**config.mk**
```make
export PLATFORM = sky130hd
export DESIGN_NAME = msq_div
export DESIGN_NICKNAME = d
export VERILOG_FILES = /design/src/rtl/msq_pkg.sv /design/src/rtl/msq_div.sv
export SDC_FILE = /design/constraint.sdc
export NUM_CORES = 1
export LEC_CHECK = 0
export ABC_CLOCK_PERIOD_IN_PS = 4500
export BUFFER_PORTS_ARGS = -buffer_cell sky130_fd_sc_hd__clkbuf_2
export CORE_AREA = 4 4 174 176
export CTS_CLUSTER_SIZE = 30
export DETAILED_ROUTE_END_ITERATION = 12
export DIE_AREA = 0 0 178 180
export HOLD_SLACK_MARGIN = 0.05
export PLACE_DENSITY = 0.6
export SYNTH_ARGS = -nofsm -noshare
export SYNTH_HDL_FRONTEND = slang
export SYNTH_SLANG_ARGS = --single-unit
```
**constraint.sdc**
```tcl
create_clock -name clk_i -period 4.5 [get_ports clk_i]
set_input_delay 0.45 -clock clk_i [delete_from_list [all_inputs] [get_ports clk_i]]
set_output_delay 0.45 -clock clk_i [all_outputs]
set_load 0.05 [all_outputs]
```
**src/rtl/msq_pkg.sv**
```systemverilog
// ----------------------------------------------------------------------------
// msq_pkg: shared types and constants
// Queue geometry, fixed-point limits, request codes and the slot record layout.
// ----------------------------------------------------------------------------
`default_nettype none

package msq_pkg;

  localparam int unsigned QUEUE_DEPTH = 16;
  localparam int unsigned SLOT_W      = $clog2(QUEUE_DEPTH);

  localparam int unsigned DIV_NUM_W   = 64;  // v*v - vf*vf
  localparam int unsigned DIV_DEN_W   = 34;  // 2a, signed
  localparam int unsigned DIV_CNT_W   = $clog2(DIV_NUM_W);

  localparam logic signed [31:0] Q_ONE         = 32'sd65536;
  localparam logic signed [31:0] NEG_VEL_LIMIT = -32'sd66;

  localparam logic [31:0] TICK_PERIOD_RST = 32'd4294967;
  localparam logic [15:0] START_DELAY_RST = 16'd500;

  // request codes
  localparam logic CMD_TICK = 1'b0;
  localparam logic CMD_ADD  = 1'b1;

  // register indexes
  localparam logic CFG_TICK_PERIOD = 1'b0;
  localparam logic CFG_START_DELAY = 1'b1;

  // add status
  localparam logic [2:0] ADD_NONE         = 3'd0;
  localparam logic [2:0] ADD_OK           = 3'd1;
  localparam logic [2:0] ADD_FULL         = 3'd2;
  localparam logic [2:0] ADD_BAD_DIST     = 3'd3;
  localparam logic [2:0] ADD_OUT_OF_ORDER = 3'd4;

  // queue phase
  localparam logic [1:0] PH_EMPTY   = 2'd0;
  localparam logic [1:0] PH_AWAIT   = 2'd1;
  localparam logic [1:0] PH_LOAD    = 2'd2;
  localparam logic [1:0] PH_RUNNING = 2'd3;

  typedef struct packed {
    logic [31:0]        number;
    logic signed [31:0] distance;
    logic signed [31:0] start_vel;
    logic signed [31:0] accel;
    logic signed [31:0] max_vel;
    logic signed [31:0] end_vel;
    logic signed [17:0] unit;
  } slot_t;

  typedef struct packed {
    logic busy;
    logic done;
  } div_stat_t;

  function automatic logic signed [31:0] sat32(input logic signed [65:0] x);
    if (x > 66'sd2147483647) begin
      return 32'sh7fffffff;
    end else if (x < -66'sd2147483648) begin
      return 32'sh80000000;
    end
    return x[31:0];
  endfunction

endpackage

`default_nettype wire

```
**src/rtl/msq_div.sv**
```systemverilog
// ----------------------------------------------------------------------------
// msq_div: signed radix-2 divider
// Restoring division, one quotient bit per cycle, quotient truncated to zero.
// ----------------------------------------------------------------------------
`default_nettype none

module msq_div (
  input  wire                                       clk_i,
  input  wire                                       rst_ni,
  input  wire                                       start_i,
  input  wire logic signed [msq_pkg::DIV_NUM_W-1:0] num_i,
  input  wire logic signed [msq_pkg::DIV_DEN_W-1:0] den_i,
  output logic signed [msq_pkg::DIV_NUM_W-1:0]      quo_o,
  output msq_pkg::div_stat_t                        stat_o
);

  logic                               busy_q, done_q, neg_q;
  logic [msq_pkg::DIV_CNT_W-1:0]      cnt_q;
  logic [msq_pkg::DIV_NUM_W-1:0]      sh_q;
  logic [msq_pkg::DIV_DEN_W-2:0]      rem_q, den_q;
  logic [msq_pkg::DIV_DEN_W-1:0]      trial;
  logic                               ge;

  assign trial = {rem_q, sh_q[msq_pkg::DIV_NUM_W-1]};
  assign ge    = trial >= {1'b0, den_q};

  always_ff @(posedge clk_i or negedge rst_ni) begin
    if (!rst_ni) begin
      busy_q <= 1'b0;
      done_q <= 1'b0;
      neg_q  <= 1'b0;
      cnt_q  <= '0;
      sh_q   <= '0;
      rem_q  <= '0;
      den_q  <= '0;
    end else begin
      done_q <= 1'b0;
      if (start_i) begin
        sh_q   <= num_i[msq_pkg::DIV_NUM_W-1] ? msq_pkg::DIV_NUM_W'(-num_i)
                                               : msq_pkg::DIV_NUM_W'(num_i);
        den_q  <= den_i[msq_pkg::DIV_DEN_W-1] ? (msq_pkg::DIV_DEN_W-1)'(-den_i)
                                               : (msq_pkg::DIV_DEN_W-1)'(den_i);
        neg_q  <= num_i[msq_pkg::DIV_NUM_W-1] ^ den_i[msq_pkg::DIV_DEN_W-1];
        rem_q  <= '0;
        cnt_q  <= '0;
        busy_q <= 1'b1;
      end else if (busy_q) begin
        rem_q <= ge ? (msq_pkg::DIV_DEN_W-1)'(trial - {1'b0, den_q})
                    : trial[msq_pkg::DIV_DEN_W-2:0];
        sh_q  <= {sh_q[msq_pkg::DIV_NUM_W-2:0], ge};
        cnt_q <= cnt_q + 1'b1;
        if (cnt_q == msq_pkg::DIV_CNT_W'(msq_pkg::DIV_NUM_W - 1)) begin
          busy_q <= 1'b0;
          done_q <= 1'b1;
        end
      end
    end
  end

  assign quo_o       = neg_q ? -$signed(sh_q) : $signed(sh_q);
  assign stat_o.busy = busy_q;
  assign stat_o.done = done_q;

endmodule

`default_nettype wire

```
=== Yosys cells after proc, flatten, opt, wreduce, memory -nomap -nowiden ===
Index checks and enable logic that the tools add are counted.

* Register bits after elaboration: 139
* Word-level logic and storage cells: 32
* Output and inout bits: 66
* Input port bits: 101

* Add/subtract/negate cells: 5
* Eq/ne operators: 1
* Bitwise operators: 1
* Reduce and logical (&&, ||, !) cells: 1
* Mux-type cells: 16
* Magnitude comparators: 1

{| class="wikitable"
|+ Operators with widths
! operator !! count
|-
| 64-bit 2-to-1 mux || 4
|-
| 33-bit 2-to-1 mux || 4
|-
| 64-bit negation || 2
|-
| 34-bit by 33-bit >= comparator with 1-bit output || 1
|-
| 33-bit negation || 1
|-
| 33-bit subtractor || 1
|-
| 6-bit 2-to-1 mux || 2
|-
| 6-bit by 1-bit adder with 6-bit output, second input constant || 1
|-
| 6-bit == test, second input constant || 1
|-
| 1-bit 2-to-1 mux || 6
|-
| 2-bit nonzero test || 1
|-
| 1-bit XOR || 1
|}

=== Depth between registers and ports, before layout ===
Gate-level depths: netlist of the first run.

* Depth in word-level cells: 4
* Gate-level depth with buffers: 14
* Depth with buffers taken out: 12

=== Worst setup path before layout of the first run ===
Ideal clock, no wire load.

* Kind: reg2out
* Start point: register sh_q[17] in the netlist's numbering
* End point: output quo_o[61] in the netlist's numbering
* Buffers on the path: 1
* Data arrival time: 4207 ps
* Stages on the path, launching flop included: 11
* Required time: 4050 ps
* Setup slack: -157 ps
* Cell sequence: dfrtp_1 > or4_4 > nor4_4 > or4b_4 > or4_4 > or3_1 > buf_2 > or4_4 > or4_4 > o31ai_2 > xnor2_1

* Longest elaborated chain between the ends: 2

{| class="wikitable"
|+ Ends and longest elaborated chain
! what !! RTL line !! text
|-
| start, declared || msq_div.sv:19 || <nowiki>logic [msq_pkg::DIV_NUM_W-1:0] sh_q;</nowiki>
|-
| start signal, assigned || msq_div.sv:39 || <nowiki>sh_q <= num_i[msq_pkg::DIV_NUM_W-1] ? msq_pkg::DIV_NUM_W'(-num_i)</nowiki>
|-
| start signal, assigned || msq_div.sv:50 || <nowiki>sh_q <= {sh_q[msq_pkg::DIV_NUM_W-2:0], ge};</nowiki>
|-
| 64-bit negation || msq_div.sv:60 || <nowiki>assign quo_o = neg_q ? -$signed(sh_q) : $signed(sh_q);</nowiki>
|-
| 64-bit 2-to-1 mux || msq_div.sv:60 ||
|-
| end, declared || msq_div.sv:13 || <nowiki>output logic signed [msq_pkg::DIV_NUM_W-1:0] quo_o,</nowiki>
|}

No other way between the ends.

=== Final worst setup path of the first run ===
* Start point: register sh_q[17] in the netlist's numbering
* End point: output quo_o[59] in the netlist's numbering

The elaborated chain is that of the path after synthesis.

==> results of run 1 <==
==> flip-flops by register name, summed over array words and instances, names as in the netlist <==
register,cells
den_q,33
neg_q,1
done_q,1
cnt_q,6
busy_q,1
sh_q,64
rem_q,33
==> per-layer routing <==
| metal | vias to the layer above | share of wire |
|---|---|---|
| met5 | - | 0 |
| met4 | 0 | 0.020 |
| met3 | 42 | 0.052 |
| met2 | 298 | 0.46 |
| met1 | 4887 | 0.47 |
| li1 | 5202 | - |
==> cell families (layout without fill, tap and decap cells) <==
group                      Yosys count  in the layout
AOI/OAI and AO/OA                  371            371
xor gates and xnor gates           187            187
adders and majority gates           38             38
buffers and inverters              130            291
DFF                                139            139
muxes                               83             83
other                                0              1
and+or+nand+nor                    415            415
==> area by class of cell <==
| class | count | area [sq um] | share of cell area |
|---|---|---|---|
| multi-input cells | 1094 | 7510 | 0.5485 |
| flip-flops and latches | 139 | 3483 | 0.2544 |
| repair buffers | 204 | 1385 | 0.1012 |
| well taps | 384 | 480.5 | 0.03509 |
| clock buffers | 18 | 429.2 | 0.03135 |
| inverters | 55 | 206.4 | 0.01508 |
| clock inverters | 14 | 193.9 | 0.01417 |
| diodes | 1 | 2.502 | 0.0001828 |
==> metrics by stage <==
step	setup TNS (ns)	hold WS (ns)
global route	-6.678	0.09451
global placement	-0.7029	0.5029
CTS	-5.140	0.06277
finish	-4.934	0.03690
detailed placement	-1.225	0.5116
floorplan	-0.04489	0.1544
==> worst register-to-register path: stages (launching register included) <==
cell,delay [ns]
dfrtp_1,0.41
ha_1,0.22
fa_1,0.40
nor2b_1,0.17
o21bai_1,0.13
a2111oi_0,0.40
nor2_1,0.15
a2bb2oi_1,0.20
a21oi_1,0.26
or2_2,0.40
buf_12,0.24
mux2i_1,0.23
a211oi_1,0.09
==> worst paths after layout <==
kind	slack, ns	end	cells after the start
max	-0.51	quo_o[59]	10
min	0.04	den_q[19]	1
max reg2reg	1.02	rem_q[3]	12
min reg2reg	0.52	den_q[10]	2
max in group asynchronous	3.42	busy_q	2
min in group clk_i	0.33	den_q[0]	2
==> cell usage after synthesis, types with 4 or more instances <==
library cell,n
nor2b_1,13
a21o_1,15
nor4_1,13
and3_1,4
a211oi_1,37
o211ai_1,4
o31ai_1,40
or4_4,5
o21ai_0,130
o41ai_1,21
xnor2_1,131
nand2b_1,19
a31oi_1,9
xor2_1,56
or4_1,30
or2_2,9
nand3_1,13
dfrtp_1,139
nor3_1,18
clkbuf_1,56
a311oi_1,4
or3_1,20
mux2i_1,82
o21bai_1,6
ha_1,37
inv_1,54
nor2_1,108
a21oi_1,76
nand2_1,135
buf_1,15
nand4_1,13
==> where the power goes <==
part | internal, mW | switching (mW) | leakage [nW]
Clock | 0.930 | 0.583 | 0.301
Sequential | 1.36 | 0.158 | 1.72
Combinational | 0.602 | 1.07 | 4.26
==> timing repair <==
action | CTS | global route
setup endpoints to repair | 19 | 20
hold buffers | 0 | 0
pin swaps | 10 | 8
buffers inserted | 1 | 4
gates resized for setup | 24 | 14
gates cloned | 0 | 0
==> impl_metrics.json, run 1 <==
{
  "status": "complete, but fails checks",
  "violations": "negative setup slack",
  "dp_cells": 1871,
  "worst_r2r_startpoint": "den_q[0]",
  "antenna_left": 0,
  "track_usage": 0.1921,
  "cp.required_ns": 4.05,
  "die_w_um": 178,
  "arrival_ns": 4.56,
  "dieArea_sq_mm": 0.03204,
  "drt_iter0_drc": 653,
  "dr.pass1.iters": 5,
  "dp_hpwl_um": 23620,
  "grt.overflow.total": 0,
  "synth_adder_area_share": 0.04267,
  "leakage_nw": 6.280,
  "worstMarginPinSlew_ns": 1.295,
  "slowest_stage": "or4_4",
  "yosysTopAreaCell": "dfrtp_1",
  "grt_pass1_wl_um": 50580,
  "power_density_mw_per_mm2": 344.0,
  "final_max_slew_viol_count": 0,
  "vias": 10430,
  "grt_pass1_vias": 9830,
  "slew_headroom": 0.1366,
  "cap_violations": 0,
  "final_area_sq_mm": 0.01369,
  "worstPathCellList": "or4_4 > nor4_4 > or4b_4 > or4_4 > or3_4 > or4_4 > or4_4 > o31ai_4 > xnor2_2 > buf_12",
  "crit_type": "register to output port",
  "drc": 0,
  "cpPeakStageDelay_ns": 0.56,
  "synth_top_family_by_area": "compound AO/OA/AOI/OAI gates",
  "ys_ff_latch": 139,
  "yosys_warnings": 0,
  "grt_most_used_layer": "met2",
  "drive_gt1_frac": 0.1824,
  "setup_viol_count_final": 16,
  "timing.critical_path.mode_cell": "or4_4",
  "place_area_sq_mm": 0.01284,
  "crit_start": "sh_q[17]",
  "crit_path_end_kind": "output port",
  "synth_edf_count": 0,
  "cts_htree_levels": 4,
  "fin_crit_ns": 5.013,
  "synth_xor_area_frac": 0.1447,
  "fin_crit_sh": 1.114,
  "final_cells": 1909,
  "drt-total-wl_um": 31550,
  "antenna_found_initial": 0,
  "syn_area_per_cell_sq_um": 8.304,
  "io-pin-count": 167,
  "portBuffers": 166,
  "hp-class": "primary input to asynchronous set/reset pin",
  "coreArea_sq_mm": 0.02863,
  "use_met2": 0.3075,
  "crit_buf_inv": 1,
  "synth_async_sr_flop_share": 1.000,
  "clk_latency_ns": 0.43,
  "synth_ff_type": "dfrtp_1",
  "hold_viol": 0,
  "yosys.area_share.simple": 0.1811,
  "finalWeightedCongestion": 0.8725,
  "critPathLaunchType": "register",
  "netlist_area_sq_mm": 0.01132,
  "yosysUniqueCellTypes": 65,
  "area_growth_pct": 20.96,
  "ir_drop_mv": 0.1821,
  "root_buffer": "clkbuf_16",
  "fin_nets": 1650,
  "avgRoutedWirePerCell_um": 16.53,
  "die_h_um": 180,
  "fmax_ghz": 0.1995,
  "rows": 62,
  "met1_usage": 0.2717,
  "synth.area.top_cells": "dfrtp_1 31%, xnor2_1 10%, mux2i_1 7.3%",
  "start_util": 0.3954,
  "fill_cells": 2814,
  "cts_buffer_depth": 2,
  "met3_usage": 0.02269,
  "final_common_cell": "clkbuf_2",
  "setup_slack_ns": -0.5130,
  "cts_tree": "built",
  "syn_inst": 1363,
  "critPathMaxFanout": 5,
  "ys_seq_area_frac": 0.3073,
  "post-route-util": 0.4783,
  "synth_largest_type_area_fraction": 0.3073,
  "skew_ns": 0.01095,
  "clkTransAtPathRegs_ns": 0.06,
  "post_drt_via_cell_ratio": 5.463,
  "finalPower_mw": 4.709,
  "final_cell_mix": "146 x clkbuf_2, 137 x dfrtp_1, 134 x nand2_1",
  "grt_start_max_net_pins": 155,
  "cts_num_sinks": 139,
  "synth_compound_area_frac": 0.2065,
  "cpLargestDelayFamily": "simple AND/OR/NAND/NOR gates",
  "syn_nets": 1502,
  "dpl_worst_slack_ns": -0.1891,
  "yosys-mux-area-fraction": 0.07351,
  "rsz0062_at_grt": "yes",
  "cts_made_buffers": 17
}
(Power assumes the default switching activity.)
==> inputs of run 2 (changes only) <==
--- a/config.mk
+++ b/config.mk
@@ -6,7 +6,7 @@
 export NUM_CORES = 1
 export LEC_CHECK = 0
 export ABC_CLOCK_PERIOD_IN_PS = 4500
-export BUFFER_PORTS_ARGS = -buffer_cell sky130_fd_sc_hd__clkbuf_2
+export BUFFER_PORTS_ARGS = -buffer_cell sky130_fd_sc_hd__buf_2
 export CORE_AREA = 4 4 174 176
 export CTS_CLUSTER_SIZE = 30
 export DETAILED_ROUTE_END_ITERATION = 12
==> constraint.sdc (replaced) <==
create_clock -name clk_i -period 4.5 [get_ports clk_i]
set_input_delay 0.45 -clock clk_i [delete_from_list [all_inputs] [get_ports clk_i]]
set_output_delay 0.45 -clock clk_i [all_outputs]
set_load 0.01 [all_outputs]
==> impl_metrics.json, run 2 (synthesis results as in run 1) <==
{
  "dr.pass1.iters": 7,
  "slew_headroom": 0.2013,
  "crit_type": "register to output port",
  "dieArea_sq_mm": 0.03204,
  "grt_start_max_net_pins": 143,
  "cts_num_sinks": 139,
  "crit_start": "sh_q[17]",
  "hold_viol": 0,
  "largest-register": "sh_q",
  "grt_pass1_vias": 9719,
  "cpPeakStageDelay_ns": 0.57,
  "worstMarginPinSlew_ns": 1.198,
  "antenna_found_initial": 0,
  "crit_buf_inv": 1,
  "final_cell_mix": "164 x buf_2, 137 x dfrtp_1, 134 x nand2_1",
  "drt_iter0_drc": 759,
  "leakage_nw": 6.099,
  "ff2ff_setup_slack_ns": 0.98,
  "cp.depth": 10,
  "slowest_stage": "or4_4",
  "met3_usage": 0.03361,
  "fin_crit_ns": 4.944,
  "n_antenna_cell": 0,
  "final_max_slew_viol_count": 0,
  "power_density_mw_per_mm2": 312.9,
  "io-pin-count": 167,
  "die_h_um": 180,
  "die_w_um": 178,
  "status": "complete, but fails checks",
  "reg2reg_to": "rem_q[5]",
  "dpl_worst_slack_ns": -0.05776,
  "rr_worst_depth": 13,
  "post-route-util": 0.4668,
  "dp_hpwl_um": 23610,
  "antenna_left": 0,
  "cpLargestDelayFamily": "simple AND/OR/NAND/NOR gates",
  "largest_reg_flops": 64,
  "dp_cells": 1866,
  "grt_pass1_wl_um": 50080,
  "crit_path_end_kind": "output port",
  "finalPower_mw": 4.182,
  "cp.required_ns": 4.05,
  "drc": 0,
  "violations": "negative setup slack",
  "drive_gt1_frac": 0.1733,
  "rows": 62,
  "worst_r2r_startpoint": "sh_q[63]",
  "skew_ns": 0.01777,
  "vias": 10420,
  "crit_end": "quo_o[59]",
  "avgRoutedWirePerCell_um": 16.68,
  "cts_htree_levels": 4,
  "post_drt_via_cell_ratio": 5.478,
  "cts_tree": "built",
  "cts_buffer_depth": 2,
  "fmax_ghz": 0.2023,
  "finalWeightedCongestion": 0.8739,
  "clkTransAtPathRegs_ns": 0.06,
  "ir_drop_mv": 0.2203,
  "critPathLaunchType": "register",
  "track_usage": 0.1901,
  "grt_most_used_layer": "met2",
  "area_growth_pct": 18.06,
  "arrival_ns": 4.49,
  "grt.overflow.total": 0,
  "cap_violations": 0,
  "root_buffer": "clkbuf_16",
  "start_util": 0.3954,
  "rsz0062_at_grt": "yes",
  "critPathMaxFanout": 5,
  "final_cells": 1902,
  "drt-total-wl_um": 31730,
  "final_common_cell": "buf_2",
  "fin_nets": 1644,
  "portBuffers": 166,
  "cts_made_buffers": 17,
  "timing.critical_path.mode_cell": "or4_4",
  "hp-class": "primary input to register",
  "setup_viol_count_final": 17,
  "coreArea_sq_mm": 0.02863,
  "setup_tns_ns": -4.374,
  "met1_usage": 0.2724,
  "clk_latency_ns": 0.42,
  "top_regs": "sh_q (64), den_q (33), rem_q (33)",
  "fin_crit_sh": 1.099,
  "use_met2": 0.2999,
  "setup_slack_ns": -0.4442,
  "worstPathCellList": "or4_4 > nor4_4 > or4b_4 > or4_4 > or3_4 > or4_4 > or4_4 > o31ai_4 > xnor2_1 > buf_2"
}
## run 2: changes by cell type in the layout (fill, tap and decap cells not counted), moves of 3 or more
cell      change
xnor2_2       -7
buf_2       +164
clkbuf_8      -3
clkbuf_2    -146
buf_4        -10
xnor2_1       +8
buf_12       -10
## run 2: cell type report
cell class                      count  area [sq um]
Tap cell                          384         480.5
Sequential cell                   139          3483
Timing Repair Buffer              198          1119
Clock buffer                       19         442.9
Clock inverter                     13         214.0
Multi-Input combinational cell   1094          7417
Fill cell                        2843         15260
Inverter                           55         206.4
## run 2: worst min-delay path by stage
stage | startpoint | endpoint | slack (ns) | depth (start not counted)
after floorplan | rst_ni | busy_q | 0.15 | 0
final | den_i[0] | den_q[0] | 0.34 | 2
after CTS | den_i[0] | den_q[0] | 0.32 | 2
after detailed placement | rst_ni | sh_q[43] | 0.50 | 1
after global placement | rst_ni | sh_q[43] | 0.51 | 1
after global routing | den_i[0] | den_q[0] | 0.35 | 2
## run 2: where the power goes
group	internal (mW)	leakage, nW	switching (mW)
sequential	1.36	1.72	0.154
combinational	0.479	4.06	0.602
clock	1.01	0.320	0.579
total	2.85	6.10	1.33
## run 2: metrics by stage
step / instance area [sq um] / hold WS (ns)
global route: 13360 / 0.3468
detailed placement: 12590 / 0.5049
CTS: 13320 / 0.3229
floorplan: 11320 / 0.1544
global placement: 12590 / 0.5058
finish: 13360 / 0.3409
## run 2: routing by layer
layer | share of wire | vias to the layer above
li1 | - | 5175
met1 | 0.48 | 4919
met2 | 0.45 | 296
met3 | 0.058 | 29
met4 | 0.013 | 0
met5 | 0 | -
## run 2: timing repair
action | in CTS | in global routing
pin swaps | 5 | 3
hold buffers | 1 | 0
setup buffers | 1 | 2
gates resized for setup | 11 | 8
cloned | 0 | 0
hold endpoints to repair | 10 | 0
setup endpoints to repair | 17 | 17
## run 2: worst reg2reg max path: stages, from the launching register on
cell       delay, ns
dfrtp_1         0.52
inv_1           0.09
ha_1            0.23
fa_1            0.40
nor2b_1         0.19
o21bai_1        0.12
a2111oi_0       0.37
nor2_1          0.16
a2bb2oi_1       0.20
a21oi_1         0.27
or2_2           0.17
buf_4           0.27
mux2i_1         0.27
a211oi_1        0.10
